[config.mk]
export PLATFORM = sky130hd
export DESIGN_NAME = long_frame_deframer_crc16
export DESIGN_NICKNAME = d
export VERILOG_FILES = /design/src/hdl/lfd_pkg.sv /design/src/hdl/long_frame_deframer_crc16.sv
export SDC_FILE = /design/constraint.sdc
export NUM_CORES = 1
export LEC_CHECK = 0
export ABC_AREA = 1
export CAP_MARGIN = 5
export CORE_UTILIZATION = 40
export DETAILED_ROUTE_END_ITERATION = 12
export DONT_BUFFER_PORTS = 1
export GPL_TIMING_DRIVEN = 1
export PLACE_DENSITY = 0.63
export RECOVER_POWER = 25
export SLEW_MARGIN = 20
export SYNTH_ARGS = -nofsm -noshare
export SYNTH_HDL_FRONTEND = slang
export SYNTH_SLANG_ARGS = --single-unit
[constraint.sdc]
create_clock -name clk -period 4.85 [get_ports clk]
set_clock_uncertainty 0.15 [all_clocks]
set_input_delay 0 -clock clk [delete_from_list [all_inputs] [get_ports clk]]
set_output_delay 0 -clock clk [all_outputs]
set_load 0.01 [all_outputs]
[src/hdl/lfd_pkg.sv]
package lfd_pkg;

  // Result kind codes.
  localparam logic [2:0] KIND_OTHER   = 3'd0;
  localparam logic [2:0] KIND_PAYLOAD = 3'd1;
  localparam logic [2:0] KIND_GOOD    = 3'd2;
  localparam logic [2:0] KIND_BAD     = 3'd3;
  localparam logic [2:0] KIND_DROP    = 3'd4;

  // Input kind codes.
  localparam logic IN_BYTE = 1'b0;
  localparam logic IN_TICK = 1'b1;

  // Configuration register indexes.
  localparam logic CFG_TIMEOUT = 1'b0;
  localparam logic CFG_TAG     = 1'b1;

  localparam logic [31:0] TIMEOUT_RST = 32'd1000;
  localparam logic [3:0]  TAG_RST     = 4'd8;

  localparam logic [15:0] CRC_INIT = 16'hFFFF;
  localparam logic [15:0] CRC_POLY = 16'h1021;

  localparam int MAX_FRAME_DEF = 4096;

  typedef struct packed {
    logic [2:0]  kind;
    logic [7:0]  data;
    logic [12:0] len;
    logic        last;
  } result_t;

  // One byte of CRC-16/CCITT-FALSE, MSB first.
  function automatic logic [15:0] crc_byte(input logic [15:0] crc, input logic [7:0] b);
    logic [15:0] c;
    c = crc ^ {b, 8'h00};
    for (int k = 0; k < 8; k++) begin
      if (c[15]) begin
        c = {c[14:0], 1'b0} ^ CRC_POLY;
      end else begin
        c = {c[14:0], 1'b0};
      end
    end
    return c;
  endfunction

endpackage

[src/hdl/long_frame_deframer_crc16.sv]
// Channel | Direction | Ports                                         | Handshake
// in      | input     | in_kind, in_rx_byte                           | in_valid / in_ready
// out     | output    | out_kind, out_byte, out_frame_length,
//         |           | out_last_of_run                               | out_valid / out_ready
// cfg     | input     | cfg_index, cfg_data                           | cfg_valid / cfg_ready
//
// One request is taken per cycle while in_ready is high. An accepted request sits in the
// input register, where a single pass of logic (the byte-wide CRC update and the frame state
// machine) turns it into at most two results. These go into a four-entry result queue, which
// drives the output, so each result passes the input register and then the queue. The input
// register only advances while the queue has room for two results; a stalled output therefore
// backs up into in_ready once the queue fills. Reset is synchronous and active low; it returns the
// receiver to idle, empties the queue and loads the register defaults. cfg_ready is always high.
module long_frame_deframer_crc16
  import lfd_pkg::*;
#(
  parameter int MAX_FRAME = MAX_FRAME_DEF
) (
  input  logic        clk,
  input  logic        rst_n,

  input  logic        in_valid,
  output logic        in_ready,
  input  logic        in_kind,
  input  logic [7:0]  in_rx_byte,

  output logic        out_valid,
  input  logic        out_ready,
  output logic [2:0]  out_kind,
  output logic [7:0]  out_byte,
  output logic [12:0] out_frame_length,
  output logic        out_last_of_run,

  input  logic        cfg_valid,
  output logic        cfg_ready,
  input  logic        cfg_index,
  input  logic [31:0] cfg_data
);

  localparam logic [1:0] PH_IDLE    = 2'd0;
  localparam logic [1:0] PH_HEADER  = 2'd1;
  localparam logic [1:0] PH_PAYLOAD = 2'd2;
  localparam logic [1:0] PH_CRC     = 2'd3;

  localparam logic [12:0] MAX_LEN = 13'(MAX_FRAME);

  // Configuration registers.
  logic [31:0] frame_timeout_r;
  logic [3:0]  frame_tag_r;

  // Input register.
  logic        st_valid_r;
  logic        st_kind_r;
  logic [7:0]  st_byte_r;

  // Receiver state.
  logic [1:0]  phase_r, phase_nxt;
  logic [15:0] crc_r, crc_nxt;
  logic [12:0] exp_len_r, exp_len_nxt;
  logic [12:0] rcv_cnt_r, rcv_cnt_nxt;
  logic [31:0] idle_ticks_r, idle_ticks_nxt;

  // Result queue.
  result_t     queue_r [4];
  logic [1:0]  wr_ptr_r;
  logic [1:0]  rd_ptr_r;
  logic [2:0]  count_r;

  logic        stage_fire;
  logic        pop;
  logic        drop_to;
  logic [1:0]  ph;
  logic [15:0] crc_cur;
  logic [12:0] exp_cur;
  logic [12:0] cnt_cur;
  logic [12:0] hdr_len;
  logic [15:0] crc_fold;
  logic        main_v;
  result_t     main_res;
  result_t     res0, res1;
  logic        push0, push1;
  logic [1:0]  n_push;

  assign cfg_ready = 1'b1;

  // The stage only fires when two queue slots are certainly free.
  assign stage_fire = st_valid_r && (count_r <= 3'd2);
  assign in_ready   = !st_valid_r || stage_fire;
  assign pop        = out_valid && out_ready;

  // Frame state machine and CRC, one pass per request.
  always_comb begin
    drop_to  = (st_kind_r == IN_BYTE) && (phase_r != PH_IDLE) &&
               (idle_ticks_r > frame_timeout_r);
    // A timeout abandons the frame before the byte itself is handled.
    ph       = drop_to ? PH_IDLE : phase_r;
    crc_cur  = drop_to ? CRC_INIT : crc_r;
    exp_cur  = drop_to ? 13'd0 : exp_len_r;
    cnt_cur  = drop_to ? 13'd0 : rcv_cnt_r;

    hdr_len  = (exp_len_r | {5'd0, st_byte_r}) + 13'd1;
    crc_fold = crc_r ^ {8'h00, st_byte_r};

    phase_nxt      = phase_r;
    crc_nxt        = crc_r;
    exp_len_nxt    = exp_len_r;
    rcv_cnt_nxt    = rcv_cnt_r;
    idle_ticks_nxt = idle_ticks_r;
    main_v         = 1'b0;
    main_res       = '{kind: KIND_OTHER, data: 8'h00, len: 13'd0, last: 1'b1};

    if (st_kind_r == IN_TICK) begin
      if (idle_ticks_r != '1) begin
        idle_ticks_nxt = idle_ticks_r + 32'd1;
      end
    end else begin
      idle_ticks_nxt = '0;
      phase_nxt      = ph;
      crc_nxt        = crc_cur;
      exp_len_nxt    = exp_cur;
      rcv_cnt_nxt    = cnt_cur;
      unique case (ph)
        PH_IDLE: begin
          if (st_byte_r[7:4] == frame_tag_r) begin
            crc_nxt     = crc_byte(CRC_INIT, st_byte_r);
            exp_len_nxt = {1'b0, st_byte_r[3:0], 8'h00};
            rcv_cnt_nxt = '0;
            phase_nxt   = PH_HEADER;
          end else begin
            main_v        = 1'b1;
            main_res.kind = KIND_OTHER;
            main_res.data = st_byte_r;
          end
        end
        PH_HEADER: begin
          rcv_cnt_nxt = '0;
          if (hdr_len > MAX_LEN) begin
            // Oversized length: report a drop with zero length.
            main_v        = 1'b1;
            main_res.kind = KIND_DROP;
            phase_nxt     = PH_IDLE;
            crc_nxt       = CRC_INIT;
            exp_len_nxt   = '0;
          end else begin
            crc_nxt     = crc_byte(crc_r, st_byte_r);
            exp_len_nxt = hdr_len;
            phase_nxt   = PH_PAYLOAD;
          end
        end
        PH_PAYLOAD: begin
          if (rcv_cnt_r >= exp_len_r) begin
            // First CRC byte folds into the high half.
            crc_nxt   = crc_r ^ {st_byte_r, 8'h00};
            phase_nxt = PH_CRC;
          end else begin
            crc_nxt       = crc_byte(crc_r, st_byte_r);
            rcv_cnt_nxt   = rcv_cnt_r + 13'd1;
            main_v        = 1'b1;
            main_res.kind = KIND_PAYLOAD;
            main_res.data = st_byte_r;
          end
        end
        PH_CRC: begin
          main_v        = 1'b1;
          main_res.kind = (crc_fold == 16'h0000) ? KIND_GOOD : KIND_BAD;
          main_res.len  = rcv_cnt_r;
          phase_nxt     = PH_IDLE;
          crc_nxt       = CRC_INIT;
          exp_len_nxt   = '0;
          rcv_cnt_nxt   = '0;
        end
        default: begin
          phase_nxt = PH_IDLE;
        end
      endcase
    end

    // Order the results: a timeout drop always comes first.
    if (drop_to) begin
      res0   = '{kind: KIND_DROP, data: 8'h00, len: rcv_cnt_r, last: !main_v};
      res1   = main_res;
      push0  = stage_fire;
      push1  = stage_fire && main_v;
    end else begin
      res0   = main_res;
      res1   = main_res;
      push0  = stage_fire && main_v;
      push1  = 1'b0;
    end
    n_push = {1'b0, push0} + {1'b0, push1};
  end

  always_ff @(posedge clk) begin
    if (!rst_n) begin
      frame_timeout_r <= TIMEOUT_RST;
      frame_tag_r     <= TAG_RST;
    end else if (cfg_valid && cfg_ready) begin
      unique case (cfg_index)
        CFG_TIMEOUT: frame_timeout_r <= cfg_data;
        CFG_TAG:     frame_tag_r     <= cfg_data[3:0];
        default:     frame_tag_r     <= frame_tag_r;
      endcase
    end
  end

  always_ff @(posedge clk) begin
    if (!rst_n) begin
      st_valid_r <= 1'b0;
    end else if (in_ready) begin
      st_valid_r <= in_valid;
    end
  end

  always_ff @(posedge clk) begin
    if (in_ready && in_valid) begin
      st_kind_r <= in_kind;
      st_byte_r <= in_rx_byte;
    end
  end

  always_ff @(posedge clk) begin
    if (!rst_n) begin
      phase_r      <= PH_IDLE;
      crc_r        <= CRC_INIT;
      exp_len_r    <= '0;
      rcv_cnt_r    <= '0;
      idle_ticks_r <= '0;
    end else if (stage_fire) begin
      phase_r      <= phase_nxt;
      crc_r        <= crc_nxt;
      exp_len_r    <= exp_len_nxt;
      rcv_cnt_r    <= rcv_cnt_nxt;
      idle_ticks_r <= idle_ticks_nxt;
    end
  end

  // Queue storage; the second result goes in the slot after the first.
  always_ff @(posedge clk) begin
    if (push0) begin
      queue_r[wr_ptr_r] <= res0;
    end
    if (push1) begin
      queue_r[wr_ptr_r + 2'd1] <= res1;
    end
  end

  always_ff @(posedge clk) begin
    if (!rst_n) begin
      wr_ptr_r <= '0;
      rd_ptr_r <= '0;
      count_r  <= '0;
    end else begin
      wr_ptr_r <= wr_ptr_r + n_push;
      if (pop) begin
        rd_ptr_r <= rd_ptr_r + 2'd1;
      end
      count_r <= count_r + {1'b0, n_push} - {2'd0, pop};
    end
  end

  assign out_valid        = (count_r != 3'd0);
  assign out_kind         = queue_r[rd_ptr_r].kind;
  assign out_byte         = queue_r[rd_ptr_r].data;
  assign out_frame_length = queue_r[rd_ptr_r].len;
  assign out_last_of_run  = queue_r[rd_ptr_r].last;

endmodule
* After elaboration in Yosys (flattened, before gate mapping)
Memory sizes are Yosys's and may differ from the RTL's. A register that Yosys moved wholly into a read port is not among the register bits.
Index checks and enable logic that the tools add are counted.
** Storage, ports and cells
- Register bits after elaboration :: 129
- RAM bits :: 100
- Input bits :: 47
- Output and inout bits :: 28
- Word-level logic and storage cells :: 210
- Memories :: 1
** Cells by class
- $add $sub $neg :: 9
- Order comparisons :: 4
- Equal/unequal tests :: 7
- Multiplexer cells :: 128
- Bitwise operators :: 29
- Reductions and logical operators :: 19
** Memories
- queue_r :: depth 4, width 25, rd ports 1, clocked after Yosys merged registers in 1, write ports 2, RTL line long_frame_deframer_crc16.sv:64 : result_t queue_r [4];
** Operators by type and width (count)
- two-way mux 16 bit :: 67
- two-way mux 13 bit :: 30
- case mux 13 bit (3 select lines) :: 2
- inverter 3 bit :: 23
- two-way mux 32 bit :: 2
- case mux 16 bit (4 select lines) :: 1
- adder 32 x 1 -> 32 bit, second input constant :: 1
- > comparator 32 bit :: 1
- inequality test 32 bit, second input constant :: 1
- adder 13 x 1 -> 13 bit, second input constant :: 2
- two-way mux 25 bit :: 1
- two-way mux 24 bit :: 1
- zero test 16 bit :: 1
- inverter 16 bit :: 1
- case mux 8 bit (2 select lines) :: 1
- XOR 16 bit :: 1
- XOR 16 x 8 -> 16 bit :: 1
- >= comparator 13 bit :: 1
- > comparator 13 bit, second input constant :: 1
- OR 13 x 8 -> 13 bit :: 1
- two-way mux 2 bit :: 6
- case mux 3 bit (4 select lines) :: 1
- two-way mux 1 bit :: 11
- two-way mux 9 bit :: 1
- other kinds (25) :: 37

* Logic depth before layout (Yosys ltp)
Gate-level depths: netlist of run 1.
- Word-level depth :: 41
- Mapped depth :: 30
- Gate-level depth less buffers :: 30

* Worst setup path before layout of run 1
OpenSTA, ideal clock, no wires.
- Kind :: register to register
- Start :: register st_byte_r[0]
- End :: register count_r[2]
- Library setup time :: 128 ps
- Data arrival time :: 3360 ps
- Data required time :: 4572 ps
- Path slack :: 1212 ps
- Stages on the path, launching flop included :: 26
- Path buffers :: 1
- Clock period less this slack :: 3638 ps
- Cells stage by stage :: edfxtp_1 buf_2 nor2_2 inv_2 ha_1 nand2_1 nor2_2 nand3_1 nand2_1 nand3_1 nor2_1 a21oi_2 nand2_2 nand3_4 nand2_8 a21oi_4 ha_1 inv_1 ha_1 inv_1 ha_1 inv_1 fa_1 xor2_1 inv_1 nor2_1
** Between the ends
- Longest elaborated chain between the ends :: 11
- Elaborated cells on any way between the ends :: 12
- Those cells by class :: add/sub (4); order compare (1); mux (5); bitwise (1); reduce/logical (1)
** RTL lines
- start: declaration :: RTL line long_frame_deframer_crc16.sv:54 : logic [7:0] st_byte_r;
- start signal: assignment :: RTL line long_frame_deframer_crc16.sv:217 : st_byte_r <= in_rx_byte;
- OR 13 x 8 -> 13 bit (*) :: RTL line long_frame_deframer_crc16.sv:101 : hdr_len = (exp_len_r | {5'd0, st_byte_r}) + 13'd1;
- adder 13 x 1 -> 13 bit (*) :: RTL line long_frame_deframer_crc16.sv:101
- > comparator 13 bit (*) :: RTL line long_frame_deframer_crc16.sv:137 : if (hdr_len > MAX_LEN) begin
- two-way mux 1 bit (*) :: RTL line long_frame_deframer_crc16.sv:137
- case mux 1 bit (4 select lines) (*) :: RTL line long_frame_deframer_crc16.sv:122 : unique case (ph)
- two-way mux 1 bit (*) :: RTL line long_frame_deframer_crc16.sv:112 : if (st_kind_r == IN_TICK) begin
- logical AND 1 bit (*) :: RTL line long_frame_deframer_crc16.sv:183, long_frame_deframer_crc16.sv:187
- two-way mux 1 bit :: RTL line long_frame_deframer_crc16.sv:179 : if (drop_to) begin
- adder 1 x 1 -> 2 bit (*) :: RTL line long_frame_deframer_crc16.sv:190 : n_push = {1'b0, push0} + {1'b0, push1};
- adder 3 x 2 -> 3 bit (*) :: RTL line long_frame_deframer_crc16.sv:257 : count_r <= count_r + {1'b0, n_push} - {2'd0, pop};
- subtractor 3 x 1 -> 3 bit (*) :: RTL line long_frame_deframer_crc16.sv:257
- end signal: assignment :: RTL line long_frame_deframer_crc16.sv:257
- end: declaration :: RTL line long_frame_deframer_crc16.sv:67 : logic [2:0] count_r;
Every way passes the cells marked *; elsewhere a longest branch is shown, timed or not.
A chain may end at the register's enable or synchronous reset.

* Worst setup path after layout of run 1
- Start :: register frame_timeout_r[7]
- End :: register count_r[2]
** Between the ends
- Longest elaborated chain between the ends :: 11
- Elaborated cells on any way between the ends :: 15
- Those cells by class :: add/sub (3); order compare (1); eq/ne (3); mux (5); reduce/logical (3)
** RTL lines
- start: declaration :: RTL line long_frame_deframer_crc16.sv:48 : logic [31:0] frame_timeout_r;
- start signal: assignment :: RTL line long_frame_deframer_crc16.sv:199 : CFG_TIMEOUT: frame_timeout_r <= cfg_data;
- > comparator 32 bit (*) :: RTL line long_frame_deframer_crc16.sv:94 : (idle_ticks_r > frame_timeout_r);
- logical AND 1 bit (*) :: RTL line long_frame_deframer_crc16.sv:93 : drop_to = (st_kind_r == IN_BYTE) && (phase_r != PH_IDLE) &&
- two-way mux 2 bit :: RTL line long_frame_deframer_crc16.sv:96 : ph = drop_to ? PH_IDLE : phase_r;
- == test 2 bit, or another cell as far along :: RTL line long_frame_deframer_crc16.sv:122
- case mux 1 bit (4 select lines) :: RTL line long_frame_deframer_crc16.sv:122
- two-way mux 1 bit :: RTL line long_frame_deframer_crc16.sv:112
- logical AND 1 bit :: RTL line long_frame_deframer_crc16.sv:183, long_frame_deframer_crc16.sv:187
- two-way mux 1 bit :: RTL line long_frame_deframer_crc16.sv:179
- adder 1 x 1 -> 2 bit (*) :: RTL line long_frame_deframer_crc16.sv:190
- adder 3 x 2 -> 3 bit (*) :: RTL line long_frame_deframer_crc16.sv:257
- subtractor 3 x 1 -> 3 bit (*) :: RTL line long_frame_deframer_crc16.sv:257
Marked as above.

==> results of run 1 <==
## worst paths after layout
path                           start                   to  slack [ns]  depth (start not counted)
hold reg to reg        queue_r[2][0]        queue_r[2][0]        0.31                          2
setup reg to reg  frame_timeout_r[7]           count_r[2]        0.69                         23
setup / recovery  frame_timeout_r[7]           count_r[2]        0.69                         23
hold / removal          cfg_data[19]  frame_timeout_r[19]        0.03                          3
## kinds of logic (layout without fill, tap and decap cells)
kind of cell	after synthesis	in the layout	synth area share [%]
DFF	231	231	44.2
xor gates and xnor gates	49	49	3.34
other	1	1	0.0292
AOI/OAI and AO/OA	359	359	15.1
and+or+nand+nor	683	683	24.8
adders and majority gates	54	54	5.32
buffers and inverters	227	299	7.28
## stage by stage
stage | instance area [sq um] | setup slack [ns] | instances
2_1_floorplan | 12800 | 1.21 | 1604
4_1_cts | 14800 | 0.714 | 2078
3_5_place_dp | 13100 | 0.727 | 1953
3_3_place_gp | 13100 | 0.770 | 1953
6_report | 14800 | 0.693 | 2078
5_1_grt | 14800 | 0.404 | 2078
## power groups by stage
stage	Combinational (mW)	Clock (mW)	Sequential, mW
2_1_floorplan	0.852	0	2.23
3_3_place_gp	1.06	0	2.27
3_5_place_dp	1.08	0	2.27
4_1_cts	1.14	2.23	2.23
5_1_grt	1.28	2.31	2.24
6_report	1.14	2.19	2.23
## worst reg2reg max path, cell delays in order, from the launching register on
cell and delay [ns]:
dfxtp_1 0.31, inv_1 0.05, ha_1 0.29, nand2_1 0.07, nor2_1 0.14, nand4_1 0.10
nor3_1 0.32, a21oi_1 0.14, nand2_2 0.13, buf_4 0.24, o211ai_1 0.17, nand3_4 0.15
nand2_8 0.08, a21oi_4 0.26, ha_1 0.30, inv_1 0.06, ha_1 0.21, inv_1 0.06
ha_1 0.13, inv_1 0.04, fa_1 0.37, xor2_1 0.17, inv_1 0.06, nor2_1 0.03
## state kept, by name, summed over array words and instances, names as in the netlist, named ones only
| register | cells |
|---|---|
| st_valid_r | 1 |
| frame_tag_r | 4 |
| frame_timeout_r | 32 |
| st_byte_r | 8 |
| idle_ticks_r | 32 |
| rd_ptr_r | 2 |
| queue_r | 100 |
| st_kind_r | 1 |
| count_r | 3 |
| wr_ptr_r | 2 |
| rcv_cnt_r | 13 |
| crc_r | 16 |
| phase_r | 2 |
| exp_len_r | 13 |
## cell type report
class | count | share of cell area (%)
multi-input cells | 1146 | 42.0
inverters | 160 | 4.07
well taps | 402 | 3.39
flip-flops and latches | 231 | 38.3
repair buffers | 89 | 5.84
clock buffers | 34 | 4.73
clock inverters | 16 | 1.69
## layer usage
layer / track usage (%) / vias to the layer above / part of all wire [%]
met3: 2.32 / 54 / 5.5
met4: 5.53 / 0 / 2.0
met2: 34.1 / 320 / 45
li1: - / 5536 / -
met1: 29.5 / 5304 / 48
met5: 0 / - / 0
## cell usage in the layout, fill, tap and decap left out, types with 53 or more instances in the layout
master / Yosys / routed
nor2_1: 237 / 237
nand2_1: 234 / 234
o21ai_0: 153 / 153
inv_1: 148 / 148
dfxtp_1: 126 / 126
a21oi_1: 123 / 123
edfxtp_1: 105 / 105
dlygate4sd3_1: 0 / 74
nand3_1: 69 / 69
ha_1: 53 / 53
## repair_timing
item,4_1_cts,5_1_grt
buffers inserted,0,0
hold buffers,75,0
endpoints found under the hold margin,123,0
## synthesized netlist by cell type, drive strengths merged (2+ instances only)
cell type and number:
nor2 262, nand2 254, o21ai 163, inv 159, dfxtp 126, a21oi 125
edfxtp 105, nand3 78, ha 53, clkbuf 40, nor3 37, xnor2 29
buf 27, nand4 26, o22ai 25, a31oi 22, xor2 20, o211ai 13
nor4 10, nor3b 7, or2 5, a22oi 3, o21a 3, a21o 2
nor4b 2
==> metrics.md, run 1 <==
| Metric | Value |
|---|---|
| CTS resizes | 0 |
| Initial DRC count | 938 |
| RePlAce Congestion | 0.896 |
| CP Launch Type | register |
| Cell Chain, Critical Path | inv_1 > ha_1 > nand2_1 > nor2_1 > nand4_1 > nor3_1 > a21oi_1 > nand2_2 > buf_4 > o211ai_1 > nand3_4 > nand2_8 > a21oi_4 > ha_1 > inv_1 > ha_1 > inv_1 > ha_1 > inv_1 > fa_1 > xor2_1 > inv_1 > nor2_1 |
| Int Power | 3.84 mW |
| Final hold violations | 0 |
| Worst path top cell family by delay | adder cells |
| Max cap viols | 1 |
| Max Slew Vio Count | 46 |
| Share of layout cells above drive strength 1 | 7.64% |
| Fill cells | 3056 |
| F_max | 241 MHz |
| Mean Syn Cell Area | 8.00 sq um |
| Die H | 181 microns |
| Worst hold slack | 0.0289 ns |
| Cell taking the most area after synthesis | edfxtp_1 |
| Maximum clock insertion buffer count | 3 |
| Final core occ | 47.0% |
| DP Wirelength | 23400 microns |
| Vias per std cell | 5.40 |
| Total wire length | 34400 microns |
| Seq/Total Area, Yosys | 44.2% |
| Required time of the worst setup path | 5.12 ns |
| CTS buffer count | 27 |
| Crit path DAT | 4.42 ns |
| Worst Max-Slew Pin Slew | 1.65 ns |
| Num ports | 75 |
| Crit path time final | 4.16 ns |
| Mapped Nets | 1705 |
| Violated checks | max-capacitance violations, max-slew violations |
| Pin count of the biggest net entering global routing | 71 |
| Mapped Cells | 1604 |
| Synth Cell Area | 12800 sq um |
| Leak | 5.50 nW |
| Crit end category | register |
| TNS Setup | 0 ns |
| Setup violators final | 0 |
| Detailed Routing Iterations Pass 1 | 6 |
| CTS tree | done |
| Share of the synthesized area in the top cell type | 24.6% |
| Worst VDD drop | 0.263 mV |
| Die width | 181 microns |
| Total grt overflow | 0 |
| Slew margin rel. | -9.99% |
| Post-synth EDFFs | 105 |
| Switching share of power | 30.9% |
| Period utilisation layout | 85.7% |
| Most used cell, CP | inv_1 |
| Multi-input gate area | 6230 sq um |
| ANT cells | 0 |
| PwrDens | 375 nW/um^2 |
| YS warnings | 0 |
| Max incr delay on CP | 0.37 ns |
| Clk pwr share | 39.4% |
| IO buf count | 0 |
| Final nets | 1756 |
| Net switching power | 1.72 mW |
| Async SR Flop Fraction | 0% |
| CTS sink count | 231 |
| Storage element area | 5680 sq um |
| Main synth FF type | dfxtp_1 |
| Die footprint | 32800 sq um |
| Drc violations | 0 |
| Starting density of the core | 40.7% |
| Dominant cells by area after synthesis | edfxtp_1, dfxtp_1, nor2_1 |
| Sequential Power Share | 40.1% |
| CP max stage cell | fa_1 |
| Crit path kind | register to register |
| Clock slew at reported path FFs | 0.06 ns |
| First-pass GRT wire length | 56100 microns |
| Core Area | 31600 sq um |
| Area grow syn2layout | 15.5% |
| CP max FO | 13 |
| Vias in the first global route | 10.7k |
| Comb power frac | 20.5% |
| Hold WC Path Type | input pin to register |
| Htree depth | 1 |
| Count of cell types in the netlist | 51 |
| DR vias | 11.2k |
| Antenna viol nets, final | 0 |
| GRT Total Usage | 21.0% |
| Clock latency on the worst-skew pair | 0.55 ns |
| Wire per inst | 16.6 microns |
| Status | finished, violations left |
| Tot Pwr | 5.57 mW |
| Unrepaired setup endpoints after global routing | no |
| CP bufs+invs | 6 |
| Synthesis-stage register bit count | 231 |
| Initial antenna violation count | 0 |
| Std cell rows | 65 |
| Root Buffer | clkbuf_16 |
No activity file was read; power rests on OpenSTA's default activity.
==> run 2: changes to the inputs <==
CAP_MARGIN = default   (was 5)
CORE_UTILIZATION = 45   (was 40)
PLACE_DENSITY = 0.69   (was 0.63)
==> metrics.md, run 2 (synthesized netlist as in run 1, its figures left out) <==
| Metric | Value |
|---|---|
| Status | finished, violations left |
| Violated checks | max-capacitance violations, max-slew violations |
| Placed Instance Area | 13100 sq um (-0.29%) |
| Detailed Routing Iterations Pass 1 | 5 (-1) |
| Worst path top cell family by delay | adder cells |
| Largest Register | queue_r |
| CTS buffer count | 26 (-3.7%) |
| Final hold violations | 0 (unchanged) |
| F_max | 239 MHz (-0.46%) |
| Hold path start | cfg_data[28] |
| Most used cell, CP | inv_1 |
| Maximum clock insertion buffer count | 3 (unchanged) |
| Area grow syn2layout | 14.3% |
| Drc violations | 0 (unchanged) |
| Initial DRC count | 912 (-2.8%) |
| Htree depth | 1 (unchanged) |
| Hold endpoint | frame_timeout_r[28] |
| Cell Chain, Critical Path | inv_1 > ha_1 > nand2_1 > nor2_1 > nand4_1 > nor3_1 > a21oi_1 > nand2_2 > buf_4 > o211ai_1 > nand3_4 > nand2_8 > a21oi_4 > ha_1 > inv_1 > ha_1 > inv_1 > ha_1 > inv_1 > fa_1 > xor2_1 > inv_1 > nor2_1 |
| Worst VDD drop | 0.302 mV (+15%) |
| Worst hold stages | 3 (unchanged) |
| Initial antenna violation count | 0 (unchanged) |
| RePlAce Congestion | 0.928 (+3.5%) |
| ANT cells | 0 (unchanged) |
| FF-to-FF End | count_r[2] |
| Clock slew at reported path FFs | 0.06 ns (about the same) |
| Slew margin rel. | -2.69% (+7.3 points) |
| Die width | 171 microns (-5.7%) |
| Worst Setup SP | frame_timeout_r[7] |
| CTS resizes | 0 (unchanged) |
| Share of layout cells above drive strength 1 | 7.52% (-0.11 points) |
| DP Wirelength | 22700 microns (-2.9%) |
| CP max FO | 13 (unchanged) |
| Required time of the worst setup path | 5.10 ns (-0.02 ns) |
| PwrDens | 357 nW/um^2 (-4.8%) |
| Vias per std cell | 5.46 (+1.2%) |
| Max Slew Vio Count | 45 (-2.2%) |
| CP Launch Type | register |
| Max cap viols | 1 (unchanged) |
| Max reg flops | 100 (unchanged) |
| TNS Setup | 0 ns (unchanged) |
| Biggest regs | queue_r x100, frame_timeout_r x32, idle_ticks_r x32 |
| Antenna viol nets, final | 0 (unchanged) |
| Die H | 171 microns (-5.7%) |
| Unrepaired setup endpoints after global routing | no |
| DR vias | 11.2k (+0.0089%) |
| CTS sink count | 231 (unchanged) |
| Period utilisation layout | 86.1% (+0.40 points) |
| Leak | 5.43 nW (-1.2%) |
| Starting density of the core | 46.0% (+5.3 points) |
| CTS tree | done |
| IO buf count | 0 (unchanged) |
| Final nets | 1756 (unchanged) |
| Setup violators final | 0 (unchanged) |
| Worst Max-Slew Pin Slew | 1.54 ns (-0.109 ns) |
| Crit path kind | register to register |
| Clock latency on the worst-skew pair | 0.54 ns (about the same) |
| R2r startpoint | frame_timeout_r[7] |
| Total wire length | 33300 microns (-3.2%) |
| Reg2Reg Depth | 23 (unchanged) |
| First-pass GRT wire length | 53900 microns (-3.9%) |
| Vias in the first global route | 10.5k (-1.6%) |
| CP bufs+invs | 6 (unchanged) |
| Pin count of the biggest net entering global routing | 71 (unchanged) |
| Commonest non-fill, non-tap cell in the layout | nor2_1 |
| Hold WC Path Type | input pin to register |
| Fill cells | 2595 (-15%) |
| Highest-count cells in the layout ignoring fill and taps | nor2_1, nand2_1, o21ai_0 |
| Max incr delay on CP | 0.37 ns (about the same) |
| FF-to-FF setup slack | 0.67 ns (-0.02 ns) |
| CP max stage cell | fa_1 |
| Num ports | 75 (unchanged) |
| Core Area | 27900 sq um (-11%) |
| GRT Total Usage | 23.1% (+2.2 points) |
| Crit path DAT | 4.43 ns (about the same) |
| Total grt overflow | 0 (unchanged) |
| Crit end category | register |
| Wire per inst | 16.2 microns (-2.0%) |
| Die footprint | 29200 sq um (-11%) |
| Crit path time final | 4.18 ns (+0.0193 ns) |
| Root Buffer | clkbuf_16 |
| Std cell rows | 61 (-6.2%) |
| Final Cell Area | 14700 sq um (-1.0%) |
## run 2: cell types whose count changed in the layout (fill, tap and decap cells not counted)
cell           before  now
clkinv_8            0    1
clkbuf_8            0    2
bufinv_16           6    0
clkinvlp_4          0    3
dlygate4sd3_1      74   76
clkbuf_1            9    8
clkinv_4            2    0
inv_8               0    1
inv_16              1    0
## run 2: cell type report
class,instances,area (sq um),share of cell area [%]
clock inverter,12,82.6,0.563
timing repair buffer,90,882,6.01
inverter,160,603,4.11
sequential,231,5680,38.7
multi-input combinational,1146,6230,42.5
clock buffer,36,729,4.97
tap,378,473,3.22
## run 2: worst register-to-register path: stages, from the launching register on
cell and delay, ns:
dfxtp_1 0.32, inv_1 0.06, ha_1 0.30, nand2_1 0.07, nor2_1 0.17, nand4_1 0.12
nor3_1 0.30, a21oi_1 0.13, nand2_2 0.13, buf_4 0.24, o211ai_1 0.16, nand3_4 0.15
nand2_8 0.08, a21oi_4 0.24, ha_1 0.29, inv_1 0.06, ha_1 0.21, inv_1 0.06
ha_1 0.13, inv_1 0.05, fa_1 0.37, xor2_1 0.17, inv_1 0.06, nor2_1 0.03
## run 2: through the flow
step | std cells | hold slack (ns) | setup slack [ns] | utilization, % | power [mW]
after detailed placement | 1928 | -0.0516 | 0.757 | 46.8 | 3.34
final | 2053 | 0.0513 | 0.674 | 52.5 | 5.24
after global routing | 2053 | 0.0731 | 0.353 | 52.5 | 5.49
after floorplan | 1604 | -0.0511 | 1.21 | - | 3.08
after CTS | 2053 | 0.0341 | 0.751 | 52.5 | 5.25
after global placement | 1928 | -0.0556 | 0.795 | 46.8 | 3.31
## run 2: repair_timing
action	in CTS	in global routing
hold buffers	77	0
hold endpoints to repair	123	0
buffers inserted	0	0
## run 2: per-layer routing
layer | up-vias | global-route usage, % | part of all wire (%)
met3 | 40 | 3.38 | 5.8
li1 | 5547 | - | -
met4 | 0 | 5.16 | 1.5
met1 | 5318 | 31.3 | 46
met2 | 310 | 39.1 | 47
met5 | - | 0 | 0
## run 2: worst max-delay path by stage
stage / depth (start not counted) / endpoint / slack, ns
2_1_floorplan: 25 / count_r[2] / 1.21
3_3_place_gp: 23 / count_r[2] / 0.79
3_5_place_dp: 23 / count_r[2] / 0.76
4_1_cts: 23 / count_r[2] / 0.75
5_1_grt: 23 / count_r[2] / 0.35
6_report: 23 / count_r[2] / 0.67
## run 2: where the power goes
group / switching (mW) / internal, mW
clock network: 0.814 / 1.06
registers: 0.125 / 2.14
logic: 0.750 / 0.357
==> run 3: changes to the inputs <==
BUFFER_PORTS_ARGS = -buffer_cell sky130_fd_sc_hd__buf_2   (was default)
DONT_BUFFER_PORTS = default   (was 1)
PLACE_DENSITY = 0.71   (was 0.69)
==> metrics.md, run 3 (synthesized netlist as in run 1, its figures left out) <==
| Metric | Value |
|---|---|
| Status | finished, violations left |
| Violated checks | max-capacitance violations, max-slew violations |
| Max cap viols | 1 (unchanged) |
| Commonest non-fill, non-tap cell in the layout | nor2_1 |
| CP max stage cell | nand2_2 |
| Final nets | 1821 (+3.7%) |
| Share of layout cells above drive strength 1 | 10.3% (+2.8 points) |
| Detailed Routing Iterations Pass 1 | 5 (unchanged) |
| Vias in the first global route | 10.8k (+2.2%) |
| PwrDens | 365 nW/um^2 (+2.3%) |
| TNS Setup | 0 ns (unchanged) |
| Max Slew Vio Count | 70 (+56%) |
| Fill cells | 2599 (+0.15%) |
| ANT cells | 0 (unchanged) |
| Fin cells | 2118 (+3.2%) |
| First-pass GRT wire length | 54500 microns (+1.2%) |
| Area grow syn2layout | 16.7% |
| CTS sink count | 231 (unchanged) |
| F_max | 222 MHz (-7.2%) |
| Pre-CTS setup slack | 0.414 ns (-0.343 ns) |
| Clock slew at reported path FFs | 0.06 ns (about the same) |
| Post-Place Cells | 2005 (+4.0%) |
| Period utilisation layout | 92.8% (+6.7 points) |
| Total grt overflow | 0 (unchanged) |
| Setup slack after layout | 0.352 ns (-0.323 ns) |
| Max incr delay on CP | 0.37 ns (about the same) |
| Num ports | 75 (unchanged) |
| Vias per std cell | 5.39 (-1.4%) |
| Largest Register | queue_r |
| Cell Chain, Critical Path | inv_1 > ha_1 > nand2_1 > nor2_1 > nand4_1 > nor3_1 > a21oi_1 > nand2_2 > nand2_1 > nand2_2 > nor2_2 > nor2_4 > nand2_8 > a21oi_4 > ha_1 > inv_1 > ha_1 > inv_1 > ha_1 > inv_1 > fa_1 > xor2_1 > inv_1 > nor2_1 |
| Die H | 171 microns (unchanged) |
| Std cell rows | 61 (unchanged) |
| Crit end category | register |
| Most used cell, CP | inv_1 |
| Hold WC Path Type | input pin to register |
| Final Cell Area | 15000 sq um (+2.1%) |
| RePlAce Congestion | 0.904 (-2.5%) |
| Multi-input gate area | 6230 sq um (unchanged) |
| Maximum clock insertion buffer count | 3 (unchanged) |
| Initial DRC count | 894 (-2.0%) |
| Setup violators final | 0 (unchanged) |
| Crit path DAT | 4.73 ns (+0.30 ns) |
| Highest-count cells in the layout ignoring fill and taps | nor2_1, nand2_1, o21ai_0 |
| Crit path time final | 4.50 ns (+0.323 ns) |
| GRT Total Usage | 23.3% (+0.18 points) |
| Antenna viol nets, final | 0 (unchanged) |
| Crit path kind | register to register |
| Root Buffer | clkbuf_16 |
| Tot Pwr | 5.48 mW (+4.5%) |
| Initial antenna violation count | 1 (+1) |
| Htree depth | 1 (unchanged) |
| Wire per inst | 15.8 microns (-2.7%) |
| Biggest regs | queue_r x100, frame_timeout_r x32, idle_ticks_r x32 |
| DR vias | 11.4k (+1.7%) |
| CP max FO | 15 (+2) |
| Total wire length | 33400 microns (+0.39%) |
| Unrepaired setup endpoints after global routing | no |
| Leak | 5.65 nW (+4.0%) |
| Starting density of the core | 46.0% (unchanged) |
| Max reg flops | 100 (unchanged) |
| Die width | 171 microns (unchanged) |
| Setup Buffers After CTS | 0 (unchanged) |
| Drc violations | 0 (unchanged) |
| Hold-fix buffers at CTS | 65 (-16%) |
| CP Launch Type | register |
| CTS buffer count | 26 (unchanged) |
| Pin count of the biggest net entering global routing | 70 (-1.4%) |
| Slew margin rel. | -93.8% (-91 points) |
| Placed Instance Area | 13500 sq um (+3.0%) |
| CTS tree | done |
| CTS resizes | 0 (unchanged) |
| Core Area | 27900 sq um (unchanged) |
| DP Wirelength | 22600 microns (-0.45%) |
| Required time of the worst setup path | 5.08 ns (-0.02 ns) |
| Worst VDD drop | 0.261 mV (-14%) |
| Die footprint | 29200 sq um (unchanged) |
| FF-to-FF setup slack | 0.35 ns (-0.32 ns) |
| Storage element area | 5680 sq um (unchanged) |
| Worst Max-Slew Pin Slew | 2.91 ns (+1.37 ns) |
| Final hold violations | 0 (unchanged) |
| IO buf count | 73 (+73) |
| Clock latency on the worst-skew pair | 0.54 ns (about the same) |
## run 3: cell types whose count changed in the layout (fill, tap and decap cells not counted), moves of 2 or more
cell           change
buf_2             +46
clkbuf_1          +24
dlygate4sd3_1     -11
clkbuf_8           +4
clkinv_2           -4
buf_4              +3
bufinv_16          +2
clkbuf_2           +2
clkinv_1           -2
clkinv_4           +2
inv_6              +2
## run 3: layer usage
| layer | share of wire [%] | GRT usage [%] | wire, microns | vias to the layer above |
|---|---|---|---|---|
| met3 | 6.2 | 3.26 | 2060 | 51 |
| met5 | 0 | 0 | 0 | - |
| met4 | 1.9 | 5.86 | 639 | 0 |
| met2 | 46 | 38.8 | 15300 | 381 |
| met1 | 46 | 31.8 | 15400 | 5300 |
| li1 | - | - | - | 5674 |
## run 3: power breakdown
group | internal [mW] | total, mW | leakage, nW | switching [mW]
Clock | 1.23 | 2.05 | 0.438 | 0.820
Sequential | 2.14 | 2.23 | 1.97 | 0.0895
Combinational | 0.400 | 1.21 | 3.24 | 0.805
## run 3: worst max-delay path: cells and delay by family, from the launching register on
family | cells | cell delay, ns
AO/OA/AOI/OAI | 2 | 0.39
XOR/XNOR | 1 | 0.17
adder cells (fa/ha/maj) | 5 | 1.30
buffers and inverters | 5 | 0.28
flip-flops | 1 | 0.31
AND/OR/NAND/NOR | 11 | 1.72
## run 3: path summary, 6_finish.rpt
check | startpoint | end | cells past startpoint
max | frame_timeout_r[7] | count_r[2] | 24
min | in_rx_byte[3] | st_byte_r[3] | 2
max reg2reg | frame_timeout_r[7] | count_r[2] | 24
min reg2reg | queue_r[2][0] | queue_r[2][0] | 2
## run 3: final cells by class
| cell class | count | area share [%] |
|---|---|---|
| repair buffers | 155 | 7.36 |
| flip-flops and latches | 231 | 37.9 |
| multi-input cells | 1146 | 41.6 |
| clock buffers | 38 | 5.20 |
| well taps | 378 | 3.16 |
| inverters | 160 | 4.02 |
| clock inverters | 10 | 0.818 |
## run 3: metrics by stage
step / utilization [%] / hold WS (ns)
floorplan: - / -0.0511
global placement: 48.2 / 0.0279
detailed placement: 48.2 / 0.0283
CTS: 53.8 / 0.0111
global route: 53.6 / 0.00368
finish: 53.6 / 0.0248
